===== src/gopd_pkg.sv =====
`timescale 1ns / 1ps
// package for the glyph outline point decoder
// parse phase codes, result status codes and parameter defaults; no dependencies

package gopd_pkg;

    localparam int MAX_POINTS_DEF   = 64;
    localparam int MAX_CONTOURS_DEF = 32;

    localparam int HEAD_BYTES = 10;

    localparam logic [2:0] PH_IDLE  = 3'd0;
    localparam logic [2:0] PH_HEAD  = 3'd1;
    localparam logic [2:0] PH_ENDS  = 3'd2;
    localparam logic [2:0] PH_ILEN  = 3'd3;
    localparam logic [2:0] PH_INSTR = 3'd4;
    localparam logic [2:0] PH_FLAGS = 3'd5;
    localparam logic [2:0] PH_XS    = 3'd6;
    localparam logic [2:0] PH_YS    = 3'd7;

    localparam logic [1:0] ST_POINT    = 2'd0;
    localparam logic [1:0] ST_NO_CONT  = 2'd1;
    localparam logic [1:0] ST_COMPOUND = 2'd2;
    localparam logic [1:0] ST_CAPACITY = 2'd3;

endpackage


===== src/gopd_store.sv =====
`timescale 1ns / 1ps
// point and contour stores: flag, x coordinate and contour end memories
// registered synchronous read with write-to-read forwarding; uses no package

module gopd_store #(
    parameter int MAX_POINTS   = 64,
    parameter int MAX_CONTOURS = 32,
    parameter int PW           = 7,
    parameter int CW           = 6
) (
    input  logic          clk,
    input  logic [PW-1:0] pt_rd,
    input  logic [CW-1:0] ct_rd,
    input  logic          flag_we,
    input  logic [PW-1:0] flag_wa,
    input  logic [5:0]    flag_wd,
    input  logic          x_we,
    input  logic [PW-1:0] x_wa,
    input  logic [15:0]   x_wd,
    input  logic          ce_we,
    input  logic [CW-1:0] ce_wa,
    input  logic [15:0]   ce_wd,
    output logic [5:0]    flag_q,
    output logic [15:0]   x_q,
    output logic [15:0]   ce_q
);

    localparam int PAW = $clog2(MAX_POINTS);
    localparam int CAW = (MAX_CONTOURS > 1) ? $clog2(MAX_CONTOURS) : 1;

    logic [5:0]  flag_mem [MAX_POINTS];
    logic [15:0] x_mem    [MAX_POINTS];
    logic [15:0] ce_mem   [MAX_CONTOURS];

    logic [PAW-1:0] pt_ra;
    logic [PAW-1:0] flag_a;
    logic [PAW-1:0] x_a;
    logic [CAW-1:0] ct_ra;
    logic [CAW-1:0] ce_a;

    assign pt_ra  = (pt_rd < PW'(MAX_POINTS)) ? pt_rd[PAW-1:0] : '0;
    assign flag_a = (flag_wa < PW'(MAX_POINTS)) ? flag_wa[PAW-1:0] : '0;
    assign x_a    = (x_wa < PW'(MAX_POINTS)) ? x_wa[PAW-1:0] : '0;
    assign ct_ra  = (ct_rd < CW'(MAX_CONTOURS)) ? ct_rd[CAW-1:0] : '0;
    assign ce_a   = (ce_wa < CW'(MAX_CONTOURS)) ? ce_wa[CAW-1:0] : '0;

    always_ff @(posedge clk)
    begin
        if (flag_we)
        begin
            flag_mem[flag_a] <= flag_wd;
        end
        if (x_we)
        begin
            x_mem[x_a] <= x_wd;
        end
        if (ce_we)
        begin
            ce_mem[ce_a] <= ce_wd;
        end
    end

    always_ff @(posedge clk)
    begin
        flag_q <= (flag_we && flag_wa == pt_rd) ? flag_wd : flag_mem[pt_ra];
        x_q    <= (x_we && x_wa == pt_rd) ? x_wd : x_mem[pt_ra];
        ce_q   <= (ce_we && ce_wa == ct_rd) ? ce_wd : ce_mem[ct_ra];
    end

endmodule


===== src/glyph_outline_point_decoder_unit.sv =====
`timescale 1ns / 1ps
// simple glyph record parser: header, contour ends, flags, x and y deltas to points
// depends on gopd_pkg and gopd_store
//
//  channel | signals                                               | direction
//  in      | in_valid, in_stall, data_byte, start_req              | byte beat in
//  out     | out_valid, out_stall, point_x, point_y, on_curve,     | result beat out
//          | contour_end, status, last                             |
//
// a header, end index, length, instruction or flag byte is taken in S_IN
// a byte that completes an x delta then passes through S_XSET, one that completes a y delta through S_WALK and S_YSET
// a repeat count writes its repeated flags in S_REP, a byte-less x is written in S_XSET,
// a byte-less y goes through S_YSET and S_WALK, and each contour end passed over is stepped in S_WALK before its point
// reset clears all control state; the stores need no clearing
// in_stall is high while the sequencer loops or while a result beat is held

module glyph_outline_point_decoder_unit #(
    parameter int MAX_POINTS   = gopd_pkg::MAX_POINTS_DEF,
    parameter int MAX_CONTOURS = gopd_pkg::MAX_CONTOURS_DEF
) (
    input  logic               clk,
    input  logic               rst_n,
    input  logic               in_valid,
    output logic               in_stall,
    input  logic [7:0]         data_byte,
    input  logic               start_req,
    output logic               out_valid,
    input  logic               out_stall,
    output logic signed [15:0] point_x,
    output logic signed [15:0] point_y,
    output logic               on_curve,
    output logic               contour_end,
    output logic [1:0]         status,
    output logic               last
);

    localparam int PW = $clog2(MAX_POINTS + 1);
    localparam int CW = $clog2(MAX_CONTOURS + 1);

    localparam logic [2:0] S_IN   = 3'd0;
    localparam logic [2:0] S_REP  = 3'd1;
    localparam logic [2:0] S_XSET = 3'd2;
    localparam logic [2:0] S_YSET = 3'd3;
    localparam logic [2:0] S_WALK = 3'd4;

    logic [2:0]    phase_reg, phase_next;
    logic [2:0]    seq_reg, seq_next;
    logic [3:0]    fbc_reg, fbc_next;
    logic [7:0]    hb_reg, hb_next;
    logic [CW-1:0] ctot_reg, ctot_next;
    logic [CW-1:0] cp_reg, cp_next;
    logic [PW-1:0] ptot_reg, ptot_next;
    logic [PW-1:0] pp_reg, pp_next;
    logic [15:0]   ilen_reg, ilen_next;
    logic [7:0]    rep_reg, rep_next;
    logic [15:0]   xr_reg, xr_next;
    logic [15:0]   yr_reg, yr_next;
    logic          ce_acc_reg, ce_acc_next;

    logic          ovalid_reg, ovalid_next;
    logic [15:0]   px_reg, px_next;
    logic [15:0]   py_reg, py_next;
    logic          on_reg, on_next;
    logic          ce_reg, ce_next;
    logic [1:0]    st_reg, st_next;
    logic          last_reg, last_next;

    logic          flag_we;
    logic [PW-1:0] flag_wa;
    logic [5:0]    flag_wd;
    logic          x_we;
    logic [15:0]   x_wd;
    logic          ce_we;
    logic [15:0]   ce_wd;
    logic [5:0]    flag_q;
    logic [15:0]   x_q;
    logic [15:0]   ce_q;

    logic          accept;
    logic          out_free;

    assign out_free  = !ovalid_reg || !out_stall;
    assign in_stall  = (seq_reg != S_IN) || !out_free;
    assign accept    = in_valid && !in_stall;

    assign out_valid   = ovalid_reg;
    assign point_x     = px_reg;
    assign point_y     = py_reg;
    assign on_curve    = on_reg;
    assign contour_end = ce_reg;
    assign status      = st_reg;
    assign last        = last_reg;

    gopd_store #(
        .MAX_POINTS   (MAX_POINTS),
        .MAX_CONTOURS (MAX_CONTOURS),
        .PW           (PW),
        .CW           (CW)
    ) u_store (
        .clk     (clk),
        .pt_rd   (pp_next),
        .ct_rd   (cp_next),
        .flag_we (flag_we),
        .flag_wa (flag_wa),
        .flag_wd (flag_wd),
        .x_we    (x_we),
        .x_wa    (pp_reg),
        .x_wd    (x_wd),
        .ce_we   (ce_we),
        .ce_wa   (cp_reg),
        .ce_wd   (ce_wd),
        .flag_q  (flag_q),
        .x_q     (x_q),
        .ce_q    (ce_q)
    );

    always_comb
    begin
        logic [15:0] v;
        logic        done;
        logic        lst;

        v    = {hb_reg, data_byte};
        done = 1'b0;
        lst  = 1'b0;

        phase_next  = phase_reg;
        seq_next    = seq_reg;
        fbc_next    = fbc_reg;
        hb_next     = hb_reg;
        ctot_next   = ctot_reg;
        cp_next     = cp_reg;
        ptot_next   = ptot_reg;
        pp_next     = pp_reg;
        ilen_next   = ilen_reg;
        rep_next    = rep_reg;
        xr_next     = xr_reg;
        yr_next     = yr_reg;
        ce_acc_next = ce_acc_reg;

        ovalid_next = ovalid_reg && out_stall;
        px_next     = px_reg;
        py_next     = py_reg;
        on_next     = on_reg;
        ce_next     = ce_reg;
        st_next     = st_reg;
        last_next   = last_reg;

        flag_we = 1'b0;
        flag_wa = pp_reg;
        flag_wd = flag_q;
        x_we    = 1'b0;
        x_wd    = xr_reg;
        ce_we   = 1'b0;
        ce_wd   = v;

        unique case (seq_reg)
            S_IN:
            begin
                if (accept && start_req)
                begin
                    phase_next = gopd_pkg::PH_HEAD;
                    fbc_next   = 4'd1;
                    hb_next    = data_byte;
                    ctot_next  = '0;
                    cp_next    = '0;
                    ptot_next  = '0;
                    pp_next    = '0;
                    ilen_next  = '0;
                    rep_next   = '0;
                    xr_next    = '0;
                    yr_next    = '0;
                end
                else if (accept)
                begin
                    unique case (phase_reg)
                        gopd_pkg::PH_HEAD:
                        begin
                            if (fbc_reg == 4'd0)
                            begin
                                hb_next  = data_byte;
                                fbc_next = 4'd1;
                            end
                            else if (fbc_reg == 4'd1 &&
                                     (v == 16'd0 || v[15] ||
                                      v > 16'(MAX_CONTOURS)))
                            begin
                                ovalid_next = 1'b1;
                                px_next     = '0;
                                py_next     = '0;
                                on_next     = 1'b0;
                                ce_next     = 1'b0;
                                last_next   = 1'b1;
                                phase_next  = gopd_pkg::PH_IDLE;
                                if (v == 16'd0)
                                    st_next = gopd_pkg::ST_NO_CONT;
                                else if (v[15])
                                    st_next = gopd_pkg::ST_COMPOUND;
                                else
                                    st_next = gopd_pkg::ST_CAPACITY;
                            end
                            else
                            begin
                                if (fbc_reg == 4'd1)
                                    ctot_next = v[CW-1:0];
                                fbc_next = fbc_reg + 4'd1;
                                if (fbc_reg == 4'(gopd_pkg::HEAD_BYTES - 1))
                                begin
                                    fbc_next   = 4'd0;
                                    cp_next    = '0;
                                    phase_next = gopd_pkg::PH_ENDS;
                                end
                            end
                        end
                        gopd_pkg::PH_ENDS:
                        begin
                            if (fbc_reg == 4'd0)
                            begin
                                hb_next  = data_byte;
                                fbc_next = 4'd1;
                            end
                            else
                            begin
                                fbc_next = 4'd0;
                                if (v >= 16'(MAX_POINTS) || cp_reg >= CW'(MAX_CONTOURS))
                                begin
                                    ovalid_next = 1'b1;
                                    px_next     = '0;
                                    py_next     = '0;
                                    on_next     = 1'b0;
                                    ce_next     = 1'b0;
                                    last_next   = 1'b1;
                                    st_next     = gopd_pkg::ST_CAPACITY;
                                    phase_next  = gopd_pkg::PH_IDLE;
                                end
                                else
                                begin
                                    ce_we = 1'b1;
                                    if (v[PW-1:0] + PW'(1) > ptot_reg)
                                        ptot_next = v[PW-1:0] + PW'(1);
                                    cp_next = cp_reg + CW'(1);
                                    if (cp_reg + CW'(1) >= ctot_reg)
                                    begin
                                        cp_next    = '0;
                                        phase_next = gopd_pkg::PH_ILEN;
                                    end
                                end
                            end
                        end
                        gopd_pkg::PH_ILEN:
                        begin
                            if (fbc_reg == 4'd0)
                            begin
                                hb_next  = data_byte;
                                fbc_next = 4'd1;
                            end
                            else
                            begin
                                fbc_next   = 4'd0;
                                ilen_next  = v;
                                pp_next    = '0;
                                phase_next = (v != 16'd0) ? gopd_pkg::PH_INSTR :
                                                            gopd_pkg::PH_FLAGS;
                            end
                        end
                        gopd_pkg::PH_INSTR:
                        begin
                            ilen_next = ilen_reg - 16'd1;
                            if (ilen_reg == 16'd1)
                                phase_next = gopd_pkg::PH_FLAGS;
                        end
                        gopd_pkg::PH_FLAGS:
                        begin
                            if (fbc_reg == 4'd0)
                            begin
                                flag_we = (pp_reg < PW'(MAX_POINTS));
                                flag_wd = data_byte[5:0];
                                pp_next = pp_reg + PW'(1);
                                if (data_byte[3])
                                begin
                                    hb_next  = {2'b00, data_byte[5:0]};
                                    fbc_next = 4'd1;
                                end
                                else if (pp_reg + PW'(1) >= ptot_reg)
                                begin
                                    phase_next = gopd_pkg::PH_XS;
                                    pp_next    = '0;
                                    seq_next   = S_XSET;
                                end
                            end
                            else
                            begin
                                fbc_next = 4'd0;
                                rep_next = data_byte;
                                seq_next = S_REP;
                            end
                        end
                        gopd_pkg::PH_XS:
                        begin
                            if (pp_reg >= ptot_reg || pp_reg >= PW'(MAX_POINTS))
                            begin
                                seq_next = S_XSET;
                            end
                            else
                            begin
                                if (flag_q[1])
                                begin
                                    xr_next = flag_q[4] ? xr_reg + {8'd0, data_byte} :
                                                          xr_reg - {8'd0, data_byte};
                                    done    = 1'b1;
                                end
                                else if (fbc_reg == 4'd0)
                                begin
                                    hb_next  = data_byte;
                                    fbc_next = 4'd1;
                                end
                                else
                                begin
                                    fbc_next = 4'd0;
                                    xr_next  = xr_reg + v;
                                    done     = 1'b1;
                                end
                                if (done)
                                begin
                                    x_we     = 1'b1;
                                    x_wd     = xr_next;
                                    pp_next  = pp_reg + PW'(1);
                                    seq_next = S_XSET;
                                end
                            end
                        end
                        gopd_pkg::PH_YS:
                        begin
                            if (pp_reg >= ptot_reg || pp_reg >= PW'(MAX_POINTS))
                            begin
                                phase_next = gopd_pkg::PH_IDLE;
                            end
                            else
                            begin
                                if (flag_q[2])
                                begin
                                    yr_next = flag_q[5] ? yr_reg + {8'd0, data_byte} :
                                                          yr_reg - {8'd0, data_byte};
                                    done    = 1'b1;
                                end
                                else if (fbc_reg == 4'd0)
                                begin
                                    hb_next  = data_byte;
                                    fbc_next = 4'd1;
                                end
                                else
                                begin
                                    fbc_next = 4'd0;
                                    yr_next  = yr_reg + v;
                                    done     = 1'b1;
                                end
                                if (done)
                                begin
                                    ce_acc_next = 1'b0;
                                    seq_next    = S_WALK;
                                end
                            end
                        end
                        default:
                        begin
                        end
                    endcase
                end
            end
            S_REP:
            begin
                if (rep_reg != 8'd0 && pp_reg < ptot_reg && pp_reg < PW'(MAX_POINTS))
                begin
                    flag_we  = 1'b1;
                    flag_wd  = hb_reg[5:0];
                    pp_next  = pp_reg + PW'(1);
                    rep_next = rep_reg - 8'd1;
                end
                else
                begin
                    rep_next = 8'd0;
                    if (pp_reg >= ptot_reg)
                    begin
                        phase_next = gopd_pkg::PH_XS;
                        pp_next    = '0;
                        seq_next   = S_XSET;
                    end
                    else
                    begin
                        seq_next = S_IN;
                    end
                end
            end
            S_XSET:
            begin
                if (pp_reg < ptot_reg && pp_reg < PW'(MAX_POINTS) &&
                    flag_q[4] && !flag_q[1])
                begin
                    x_we    = 1'b1;
                    x_wd    = xr_reg;
                    pp_next = pp_reg + PW'(1);
                end
                else if (pp_reg >= ptot_reg)
                begin
                    phase_next = gopd_pkg::PH_YS;
                    pp_next    = '0;
                    seq_next   = S_YSET;
                end
                else
                begin
                    seq_next = S_IN;
                end
            end
            S_YSET:
            begin
                if (phase_reg == gopd_pkg::PH_YS && pp_reg < ptot_reg &&
                    pp_reg < PW'(MAX_POINTS) && flag_q[5] && !flag_q[2])
                begin
                    ce_acc_next = 1'b0;
                    seq_next    = S_WALK;
                end
                else
                begin
                    seq_next = S_IN;
                end
            end
            S_WALK:
            begin
                if (cp_reg < ctot_reg && cp_reg < CW'(MAX_CONTOURS) &&
                    ce_q <= 16'(pp_reg))
                begin
                    ce_acc_next = ce_acc_reg || (ce_q == 16'(pp_reg));
                    cp_next     = cp_reg + CW'(1);
                end
                else if (out_free)
                begin
                    lst         = (pp_reg + PW'(1) >= ptot_reg);
                    ovalid_next = 1'b1;
                    px_next     = x_q;
                    py_next     = yr_reg;
                    on_next     = flag_q[0];
                    ce_next     = ce_acc_reg;
                    st_next     = gopd_pkg::ST_POINT;
                    last_next   = lst;
                    pp_next     = pp_reg + PW'(1);
                    if (lst)
                    begin
                        phase_next = gopd_pkg::PH_IDLE;
                        seq_next   = S_IN;
                    end
                    else
                    begin
                        seq_next = S_YSET;
                    end
                end
            end
            default:
            begin
                seq_next = S_IN;
            end
        endcase
    end

    always_ff @(posedge clk or negedge rst_n)
    begin
        if (!rst_n)
        begin
            phase_reg  <= gopd_pkg::PH_IDLE;
            seq_reg    <= S_IN;
            fbc_reg    <= '0;
            hb_reg     <= '0;
            ctot_reg   <= '0;
            cp_reg     <= '0;
            ptot_reg   <= '0;
            pp_reg     <= '0;
            ilen_reg   <= '0;
            rep_reg    <= '0;
            xr_reg     <= '0;
            yr_reg     <= '0;
            ce_acc_reg <= 1'b0;
            ovalid_reg <= 1'b0;
        end
        else
        begin
            phase_reg  <= phase_next;
            seq_reg    <= seq_next;
            fbc_reg    <= fbc_next;
            hb_reg     <= hb_next;
            ctot_reg   <= ctot_next;
            cp_reg     <= cp_next;
            ptot_reg   <= ptot_next;
            pp_reg     <= pp_next;
            ilen_reg   <= ilen_next;
            rep_reg    <= rep_next;
            xr_reg     <= xr_next;
            yr_reg     <= yr_next;
            ce_acc_reg <= ce_acc_next;
            ovalid_reg <= ovalid_next;
        end
    end

    always_ff @(posedge clk)
    begin
        px_reg   <= px_next;
        py_reg   <= py_next;
        on_reg   <= on_next;
        ce_reg   <= ce_next;
        st_reg   <= st_next;
        last_reg <= last_next;
    end

endmodule


===== config.mk =====
export PLATFORM = sky130hd
export DESIGN_NAME = glyph_outline_point_decoder_unit
export DESIGN_NICKNAME = d
export VERILOG_FILES = /design/src/gopd_pkg.sv /design/src/gopd_store.sv /design/src/glyph_outline_point_decoder_unit.sv
export SDC_FILE = /design/constraint.sdc
export NUM_CORES = 2
export LEC_CHECK = 0
export BUFFER_PORTS_ARGS = -buffer_cell sky130_fd_sc_hd__buf_4
export CAP_MARGIN = 20
export CORE_MARGIN = 2
export CORE_UTILIZATION = 40
export CTS_BUF_LIST = sky130_fd_sc_hd__clkbuf_4 sky130_fd_sc_hd__clkbuf_8
export DETAILED_ROUTE_END_ITERATION = 10
export SYNTH_ARGS = -nofsm -noshare
export SYNTH_HDL_FRONTEND = slang
export SYNTH_SLANG_ARGS = --single-unit

===== constraint.sdc =====
create_clock -name clk -period 13.4 [get_ports clk]
set_input_delay 2.01 -clock clk [delete_from_list [all_inputs] [get_ports clk]]
set_output_delay 2.01 -clock clk [all_outputs]
set_load 0.03 [all_outputs]

==> parameters.txt <==
Parameter                              Value

Critical path
  Worst Path Required    14.34 ns
  Nature of the critical path endpoint    flip-flop
  Crit-path max FO    71
  Cell with the biggest individual delay on the critical path    buf_4
  Crit path kind    flip-flop to flip-flop
  Worst Setup Start Kind    flip-flop
  Critical path's largest stage delay    0.63 ns
  Crit path arrival time    10.10 ns
  Cells along the critical path    buf_4, buf_4, mux4_2, mux4_2, nand2_1, nand2_1, ha_1, a21oi_1, nand2_1, a21oi_1, a21boi_0, nor4_1, nand3_1, nand4_1, a22oi_2, buf_4, inv_6, nand2_4, buf_4, a2bb2oi_1, o221ai_1, nand4_1, or3_1, or4_1
  Cell mode on critical path    buf_4

Layout
  Design Area, Final    roughly 0.094 mm^2
  Register bank with the most flops    u_store.x_mem
  Leading registers by flop count    u_store.x_mem: 1024 flops, u_store.ce_mem: 512 flops, u_store.flag_mem: 320 flops
  Core Util, Final    45.3%
  FILL cells    18000
  Share of cells above drive strength 1    16.7%
  Number of flip-flops under the largest register name    between 1000 and 1500
  Net count of the finished layout    5845
  Area Growth Syn to Fin    12.8%

Place
  Port buffer count    51
  Placer Congestion    0.888
  Detailed placement HPWL    132000 um
  Area of placed instances    0.0872 mm^2

Synth
  Register bit total from synthesis    just over 2000
  Synth area leaders    edfxtp_1 (68%), mux4_2 (4.1%), dfrtp_1 (3.1%)
  EDFF count, synth    between 1500 and 2000
  Proportion of synthesized chip area in sequential cells    72.1%
  Netlist area before placement    a little over 0.08 mm^2
  FFs w/ async S/R, synth    5.04%
  Synth cell types    85
  Mean area per synthesized cell    between 15 and 20 um^2
  Synth area leader    edfxtp_1
  Synth Net Count    ~5600
  Mapped Cells    5469
  Number of warnings issued by yosys    0
  Area share of the leading cell type in the synthesized netlist    between 60% and 70%
  Ys flop type    edfxtp_1

Die
  Core area    0.207 mm^2
  Die Outline Area    about 0.21 mm^2
  Height of the die    460 um
  Row Count    167
  Starting utilization of the core area    between 40% and 50%
  Die X-Extent    460 um
  IO Pins    52

Route
  Number of routed nets with antenna violations    0
  Initial DRC count    5966
  DR DRC count    0
  Post-detailed-route wirelength per cell    26.5 um
  Average via count per standard cell    5.84
  Vias post-DR    just over 50000
  First-pass DRT Iterations    7
  Post-Route WL    230000 um

Pwr
  Worst IR drop on VDD    0.185 mV
  Leakage Power    0.0299 uW
  Final total power    16000 uW
  Total power per unit cell area    171 mW/mm^2

Global route
  Vias in the first global route    49800
  Antenna violations before repair    8
  Total Routing Usage GR    21.4%
  Wire length of the first global-routing pass    337000 um
  Sum of overflow across all layers after global routing    0
  Largest net degree at the start of global routing    212

Timing
  Worst-margin pin slew    ~1.1 ns
  Worst clock skew on the final layout    0.122 ns
  Highest clock frequency the design can meet    ~110 MHz
  Max Slew Vio Count    0
  Post-route fraction of the period consumed by the critical path    68.4%
  Count of final setup violators    0
  Number of failing hold endpoints at the final stage    0
  Period minus WS final    roughly 9.2 ns
  Final sum of negative setup slack    0 ns
  Setup repair after global routing missed its margin    no
  Worst slew slack as a fraction of its limit    about 24%

Clocking
  Longest Clk Path Bufs    4
  Number of instances resized during post-cts repair    0
  Total clock buffers created by CTS    approximately 340
  Hold buffer count at CTS    0
  Buffer count from post-CTS setup fixing    0
  Total number of clock tree sinks    2022
  H-tree depth    5
  Root buffer cell    clkbuf_8
  Clock insertion delay at the later pin of the skew report    about 1.1 ns
  CTS tree    built
  Clock slew at the register clock pins of the worst setup and hold paths    0.06 ns

Worst hold path
  Class of the tightest hold or removal check    flip-flop to flip-flop
  Startpoint of the most critical hold path    ptot_reg[2]

Run
  # Max-Cap Violations    0

Outcome
  Status    complete, no violations
-- cell families after synthesis --
kind of cell	after synthesis	share of synthesized area, %
AOI/OAI and AO/OA	1069	8.83
and+or+nand+nor	1427	7.95
xor gates and xnor gates	60	0.632
DFF	2022	72.1
muxes	381	6.90
buffers and inverters	408	1.98
adders and majority gates	102	1.56
-- area by class of cell --
type                    count  area [um^2]  area share [%]
diodes                      5         12.5          0.0134
clock buffers             479         5870            6.26
clock inverters            96          582           0.621
inverters                  92          357           0.381
multi-input cells        3039        21700            23.2
flip-flops and latches   2022        60000            64.0
well taps                2704         3380            3.61
repair buffers            240         1830            1.95
-- layer usage --
layer	share of wire (%)	up-vias	global-route usage (%)
met2	47	2327	33.6
met5	0.0052	-	0
met1	42	25800	30.1
met3	8.1	415	3.88
li1	-	22100	-
met4	3.2	2	7.27
-- path summary, 6_finish.rpt --
check	depth (start not counted)	slack, ns	to
worst min-delay path	2	0.47	ptot_reg[2]
min in group asynchronous	1	0.97	ilen_reg[12]
max in group asynchronous	2	10.99	hb_reg[5]
worst min register to register	2	0.47	ptot_reg[2]
worst max register to register	24	4.24	u_store.x_q[3]
worst max-delay path	24	4.24	u_store.x_q[3]
-- power breakdown --
| part | total [uW] | internal [uW] | switching, uW |
|---|---|---|---|
| Clock | 5310 | 2910 | 2390 |
| Combinational | 3310 | 957 | 2350 |
| Sequential | 7430 | 7290 | 141 |
| Total | 16000 | 11200 | 4890 |
-- cells in the mapped netlist, types with 8 or more instances --
library cell	number
edfxtp_1	1893
nand2_1	436
nor2_1	429
o21ai_0	219
clkbuf_1	211
mux2i_1	208
a21oi_1	173
nand3_1	157
o221ai_1	152
mux4_2	151
dfrtp_1	102
o211ai_1	100
or3_1	100
ha_1	99
inv_1	85
a31oi_1	77
a22oi_1	67
buf_2	67
a2bb2oi_1	64
nor3_1	56
nor4_1	53
and3_1	48
xnor2_1	35
nand4_1	32
buf_1	30
dfxtp_1	27
a211oi_1	26
a21o_1	25
nor2b_1	25
o22ai_1	25
xor2_1	25
nand2b_1	23
mux2_2	22
or4_1	21
o22a_1	18
a21boi_0	15
o21a_1	13
and2_1	11
a211o_1	8
buf_4	8
nor3b_1	8
o21bai_1	8
-- placed cells by master, fill, tap and decap left out, types with 35 or more instances in the layout --
cell / netlist / layout
a21oi_1: 173 / 172
nor3_1: 56 / 55
a22oi_1: 67 / 67
and3_1: 48 / 48
a31oi_1: 77 / 76
xnor2_1: 35 / 35
edfxtp_1: 1893 / 1893
or3_1: 100 / 100
a2bb2oi_1: 64 / 64
inv_1: 85 / 84
o21ai_0: 219 / 211
clkbuf_4: 0 / 117
nand3_1: 157 / 156
nor4_1: 53 / 53
buf_4: 8 / 237
o221ai_1: 152 / 152
mux4_2: 151 / 151
ha_1: 99 / 99
nand2_1: 436 / 434
clkinv_1: 3 / 55
mux2i_1: 208 / 208
nor2_1: 429 / 417
o211ai_1: 100 / 100
dfrtp_1: 102 / 100
clkbuf_8: 0 / 363
-- critical path: cells and delay by family, from the launching register on --
kind	cells	cell delay, ns
AOI/OAI and AO/OA	6	0.97
adders and majority gates	1	0.31
buffers and inverters	5	2.77
DFF	1	0.57
muxes	2	1.06
and+or+nand+nor	10	3.28
-- per-stage QoR --
step	setup slack, ns	std cells	hold WS (ns)
after floorplan	5.00	5469	0.439
after global placement	4.14	8096	0.451
after CTS	4.15	8671	0.473
after global routing	3.61	8674	0.498
final	4.24	8677	0.473
after detailed placement	4.13	8096	0.460
No activity file was read; power rests on OpenSTA's default activity.
